$ cat src/design/swgi_pkg.sv
// Shared types and constants for the stencil weighted gather interpolator.
`default_nettype none
package swgi_pkg;

  localparam int unsigned MAX_STENCILS = 256;
  localparam int unsigned MAX_DONORS   = 8;
  localparam int unsigned FIELD_DEPTH  = 4096;

  localparam int unsigned SIDX_W  = $clog2(MAX_STENCILS);
  localparam int unsigned SLOT_W  = $clog2(MAX_DONORS);
  localparam int unsigned LEN_W   = $clog2(MAX_DONORS + 1);
  localparam int unsigned CELL_W  = 12;
  localparam int unsigned FADDR_W = $clog2(FIELD_DEPTH);
  localparam int unsigned WGT_W   = 16;
  localparam int unsigned VAL_W   = 32;
  localparam int unsigned CC_W    = 13;
  localparam int unsigned STAB_DEPTH = MAX_STENCILS * MAX_DONORS;

  // weight * value product and an exact sum over all donors
  localparam int unsigned PROD_W = WGT_W + 1 + VAL_W;
  localparam int unsigned ACC_W  = PROD_W + SLOT_W;
  localparam int unsigned WSUM_W = WGT_W + SLOT_W;

  localparam logic [WGT_W-1:0]  ONE_Q15 = WGT_W'(32768);
  localparam logic [CC_W-1:0]   CELL_COUNT_RST = CC_W'(4096);
  localparam int unsigned       FRAC_SHIFT = 15;

  // APB: one 32-bit register at byte address 0
  localparam int unsigned APB_AW    = 3;
  localparam int unsigned APB_DW    = 32;
  localparam int unsigned REG_IDX_W = APB_AW - 2;
  localparam logic [REG_IDX_W-1:0] REG_CELL_COUNT = '0;

  typedef enum logic [1:0] {
    CMD_SLOT  = 2'd0,
    CMD_FIELD = 2'd1,
    CMD_QUERY = 2'd2
  } cmd_e;

  typedef enum logic [1:0] {
    ST_OK     = 2'd0,
    ST_EMPTY  = 2'd1,
    ST_REJECT = 2'd2,
    ST_BADSUM = 2'd3
  } status_e;

  typedef struct packed {
    logic [CELL_W-1:0] donor;
    logic [WGT_W-1:0]  weight;
  } stab_ent_t;

  typedef struct packed {
    logic clr;
    logic vld;
  } mac_ctl_t;

endpackage : swgi_pkg
`default_nettype wire

$ cat src/design/swgi_mac.sv
// Shared multiply-accumulate unit with weight sum and Q16.16 round/saturate.
`default_nettype none
module swgi_mac import swgi_pkg::*; (
  input  wire logic                     clk_i,
  input  wire logic                     rst_ni,
  input  wire mac_ctl_t                 ctl_i,
  input  wire logic        [WGT_W-1:0]  weight_i,
  input  wire logic signed [VAL_W-1:0]  value_i,
  output logic                          busy_o,
  output logic             [WSUM_W-1:0] wsum_o,
  output logic signed      [VAL_W-1:0]  rounded_o
);

  logic                     pv_q;
  logic signed [PROD_W-1:0] prod_q;
  logic signed [ACC_W-1:0]  acc_q;
  logic        [WSUM_W-1:0] wsum_q;
  logic signed [ACC_W-1:0]  rnd;
  logic                     ovf;

  always_ff @(posedge clk_i or negedge rst_ni) begin
    if (!rst_ni) begin
      pv_q <= 1'b0;
    end else begin
      pv_q <= ctl_i.vld;
    end
  end

  always_ff @(posedge clk_i) begin
    if (ctl_i.vld) begin
      prod_q <= $signed({1'b0, weight_i}) * value_i;
    end
    if (ctl_i.clr) begin
      acc_q  <= '0;
      wsum_q <= '0;
    end else begin
      if (pv_q) begin
        acc_q <= acc_q + ACC_W'(prod_q);
      end
      if (ctl_i.vld) begin
        wsum_q <= wsum_q + WSUM_W'(weight_i);
      end
    end
  end

  // round half up, then floor by the arithmetic shift
  always_comb begin
    rnd = acc_q + ACC_W'(1 << (FRAC_SHIFT - 1));
    ovf = (rnd[ACC_W-1:FRAC_SHIFT+VAL_W-1] != '0) &&
          (rnd[ACC_W-1:FRAC_SHIFT+VAL_W-1] != '1);
    if (ovf) begin
      rounded_o = rnd[ACC_W-1] ? {1'b1, {(VAL_W-1){1'b0}}} : {1'b0, {(VAL_W-1){1'b1}}};
    end else begin
      rounded_o = rnd[FRAC_SHIFT+VAL_W-1:FRAC_SHIFT];
    end
  end

  assign busy_o = pv_q;
  assign wsum_o = wsum_q;

endmodule : swgi_mac
`default_nettype wire

$ cat config.mk
export PLATFORM = sky130hd
export DESIGN_NAME = swgi_mac
export DESIGN_NICKNAME = d
export VERILOG_FILES = /design/src/design/swgi_pkg.sv /design/src/design/swgi_mac.sv
export SDC_FILE = /design/constraint.sdc
export NUM_CORES = 2
export LEC_CHECK = 0
export BUFFER_PORTS_ARGS = -buffer_cell sky130_fd_sc_hd__buf_2
export CAP_MARGIN = 30
export CORE_UTILIZATION = 55
export DETAILED_ROUTE_END_ITERATION = 12
export PLACE_DENSITY_LB_ADDON = 0.3
export SYNTH_ARGS = -nofsm -noshare
export SYNTH_HDL_FRONTEND = slang
export SYNTH_SLANG_ARGS = --single-unit
$ cat constraint.sdc
create_clock -name clk_i -period 8 [get_ports clk_i]
set_clock_uncertainty 0.2 [all_clocks]
set_input_delay 0.4 -clock clk_i [delete_from_list [all_inputs] [get_ports clk_i]]
set_output_delay 0.4 -clock clk_i [all_outputs]
set_load 0.02 [all_outputs]
==> metrics.md <==
| Metric | Value |
|---|---|
| Synth Flop Type | dfxtp_1 |
| Layout area overhead | 5.657% |
| First-pass GRT wire length | 111.7 mm |
| Initial antenna violation count | 0 |
| CP bufs+invs | 5 |
| Design area | 28,320 um^2 |
| Crit path max-delay family | adder cells |
| Total Nets Final | 3,794 |
| Hold Path Class | input pin to async pin |
| Die X | 222.8 um |
| Crit. path cell count | 23 |
| DR vias/cell | 5.579 |
| H-tree lvl count | 4 |
| R2R Path Start | acc_q[0]$_SDFFE_PP0P_ |
| Wire per inst | 18.29 um |
| Maxcap violations | 0 |
| Worst-case clock buffer depth | 2 |
| Num rows | 80 |
| Gr ovfl total | 0 |
| Number of global-route vias before repair | 21,780 |
| Area of placed instances | 27,750 um^2 |
| Avg Cell Area, Syn | 8.795 um^2 |
| Final number of setup-violating endpoints | 0 |
| TritonCTS clock tree | yes |
| Clk sinks | 121 |
| Final WL | 67.55 mm |
| Syn Nets | 3,776 |
| Chip height | 222.8 um |
| Unrepaired setup endpoints after global routing | no |
| Hold bufs inserted after CTS | 1 |
| Number of gates resized after CTS | 0 |
| Hold_ws | 0.06663 ns |
| Clock Pin Slew Worst Setup and Hold Paths | 0.06 ns |
| Achievable Freq | 140.9 MHz |
| Worst Setup End Kind | register |
| Setup bufs post-CTS | 0 |
| Post-route ant nets | 0 |
| GRT Overall Usage | 28.57% |
| Final Hold Fails | 0 |
| Synthesized area | 26,810 um^2 |
| Layout cells sized above 1 | 6.723% |
| Min Tclk post-route | 7.099 ns |
| Worst Path Arrival | 7.09 ns |
| EDFF count, synth | 49 |
| Largest net degree at the start of global routing | 87 |
| Ys Warns | 0 |
| CP cell instances | buf_2 > and2_1 > fa_1 > inv_1 > fa_1 > fa_1 > inv_1 > fa_1 > fa_1 > inv_1 > fa_1 > inv_1 > ha_1 > o21a_1 > o21ai_0 > nor4_1 > o21ai_1 > a211oi_1 > o21a_1 > o31a_1 > nor2_1 > nor3_1 > nor4_1 |
| GP Congestion | 0.9219 |
| Initial Util | 55.91% |
| Status | finished, final reports clean |
| Crit share post-route | 88.74% |
| Crit Reg-Reg Endpoint | acc_q[48]$_SDFFE_PP0P_ |
| Number of diodes | 0 |
| Clock Latency Late Sink | 0.44 ns |
| Die ar. | 49,620 um^2 |
| Max-slew headroom | 35.03% |
| Buffers on Ports | 103 |
| Final Util | 59.07% |
| FFs w/ async S/R, synth | 0.8264% |
| Inserted Clock Buffers | 17 |
| CP max stage delay | 0.68 ns |
| Drt first pass iters | 6 |
| Pins Over Slew Limit | 0 |
| FF-to-FF path depth | 13 |
| Worst Max-Slew Pin Slew | 0.9745 ns |
| Post-synthesis sequential area ratio | 10.88% |
| Vias | 20,610 |
| Seq cells post-synth | 121 |
| Num ports | 104 |
| Setup CP Type | input pin to register |
| CP Launch Type | input pin |
| Core area | 47,950 um^2 |
| Post-synthesis cell count | 3,048 |
| Slowest-stage cell, CP | buf_2 |
| DRC Markers | 0 |
| Cell mode on critical path | fa_1 |
| CTS Root Cell | clkbuf_16 |
| 1st-iter DRT viols | 1,224 |
| Library cells used by synthesis | 90 |
| Setup_tns | 0 ns |
| WP data required | 7.99 ns |
| Worst-path fanout max | 33 |
| Detail Placement HPWL | 52.52 mm |
| Reg-to-reg setup timing slack | 4.36 ns |
-- worst register-to-register path, cell delays in order, from the launching register on --
cell and delay, ns:
dfxtp_1 0.33, ha_1 0.21, inv_1 0.07, fa_1 0.39, nand2b_1 0.18, a21o_1 0.19, a211oi_2 0.29, o211ai_1 0.19
a21bo_1 0.26, a21oi_2 0.21, o21ai_1 0.20, o31a_1 0.33, or4_1 0.40, o311ai_1 0.10
-- cells in the mapped netlist (5+ instances only) --
| library cell | count | area share [%] |
|---|---|---|
| o211ai_1 | 9 | 0.25 |
| a21oi_2 | 14 | 0.46 |
| dfxtp_1 | 71 | 5.3 |
| mux2i_1 | 47 | 1.8 |
| a211oi_1 | 15 | 0.42 |
| a21o_1 | 62 | 1.7 |
| clkbuf_1 | 111 | 1.6 |
| and2_1 | 250 | 5.8 |
| nor4_1 | 7 | 0.16 |
| nor2_1 | 128 | 1.8 |
| nand4_1 | 16 | 0.37 |
| o21bai_1 | 17 | 0.48 |
| inv_1 | 623 | 8.7 |
| or2_2 | 8 | 0.19 |
| xor2_1 | 48 | 1.6 |
| nor3_1 | 25 | 0.47 |
| o21a_1 | 9 | 0.25 |
| o31ai_1 | 6 | 0.17 |
| a211oi_2 | 5 | 0.23 |
| edfxtp_1 | 49 | 5.5 |
| xnor2_1 | 84 | 2.7 |
| nand3_1 | 34 | 0.63 |
| a21oi_1 | 135 | 2.5 |
| and4_1 | 5 | 0.16 |
| nand2_1 | 366 | 5.1 |
| o21ai_0 | 48 | 0.90 |
| nand2b_1 | 17 | 0.40 |
| and3_1 | 17 | 0.40 |
| o21ai_1 | 7 | 0.13 |
| fa_1 | 491 | 37 |
| mux2_2 | 6 | 0.25 |
| a31oi_1 | 11 | 0.26 |
| o22ai_1 | 10 | 0.23 |
| ha_1 | 185 | 8.6 |
| nor2b_1 | 19 | 0.44 |
-- stage by stage --
step | cells | setup slack, ns
finish | 3694 | 0.9011
global route | 3694 | 0.5112
CTS | 3694 | 0.9710
detailed placement | 3661 | 0.5638
global placement | 3660 | 0.6181
floorplan | 3048 | 1.541
-- final cells by class --
type	count	area, um^2
inverter	624	2342
clock inverter	5	33.78
sequential	121	2919
clock buffer	27	525.5
timing repair buffer	124	695.7
tap	615	769.5
fill	4137	19620
multi-input combinational	2178	21040
-- placed cells by master, fill, tap and decap left out, drive strengths merged, types with 6 or more instances in the layout --
master / n
o211ai: 9
mux2i: 47
o21a: 9
mux2: 6
a31oi: 12
nor3: 25
o31ai: 6
xnor2: 84
or2: 8
dfxtp: 71
edfxtp: 49
nand2b: 17
a21o: 62
a211oi: 20
fa: 491
ha: 185
nand3: 36
nand4: 18
nand2: 366
and4: 7
xor2: 48
nor4: 8
o21bai: 17
and3: 18
o21ai: 56
nor2: 131
and2: 250
inv: 624
o22ai: 10
clkbuf: 27
a21oi: 149
buf: 123
nor2b: 19
-- worst max-delay path by stage --
stage | startpoint | slack [ns] | endpoint
2_1_floorplan | weight_i[2] | 1.54 | prod_q[46]$_DFFE_PP_
3_3_place_gp | weight_i[2] | 0.62 | prod_q[47]$_DFFE_PP_
3_5_place_dp | weight_i[4] | 0.56 | prod_q[47]$_DFFE_PP_
4_1_cts | weight_i[4] | 0.97 | prod_q[47]$_DFFE_PP_
5_1_grt | weight_i[3] | 0.51 | prod_q[47]$_DFFE_PP_
6_report | weight_i[3] | 0.90 | prod_q[47]$_DFFE_PP_
-- metal layers --
| layer | share of wire (%) | track usage, % | wire length, um |
|---|---|---|---|
| met1 | 44 | 39.14 | 29440 |
| met2 | 46 | 46.14 | 30900 |
| met3 | 8.7 | 5.726 | 5846 |
| met4 | 2.0 | 7.898 | 1355 |
| met5 | 0 | 0 | 0 |
-- state kept, by name, indices dropped and copies added, names as in the netlist --
register,cells
wsum_o,19
prod_q,49
acc_q,52
busy_o,1
-- cell families (layout without fill, tap and decap cells) --
group,after synthesis,count (layout),share of synthesized area (%)
AND/OR/NAND/NOR,919,919,16.98
buffers and inverters,749,780,10.64
adder cells (fa/ha/maj),676,676,45.30
AO/OA/AOI/OAI,398,398,9.877
XOR/XNOR,132,132,4.313
flip-flops,121,121,10.88
multiplexers,53,53,2.007
Power is left out: the tool's default activity adds up to more than one toggle a clock period on the data nets, which glitch-free logic cannot reach.
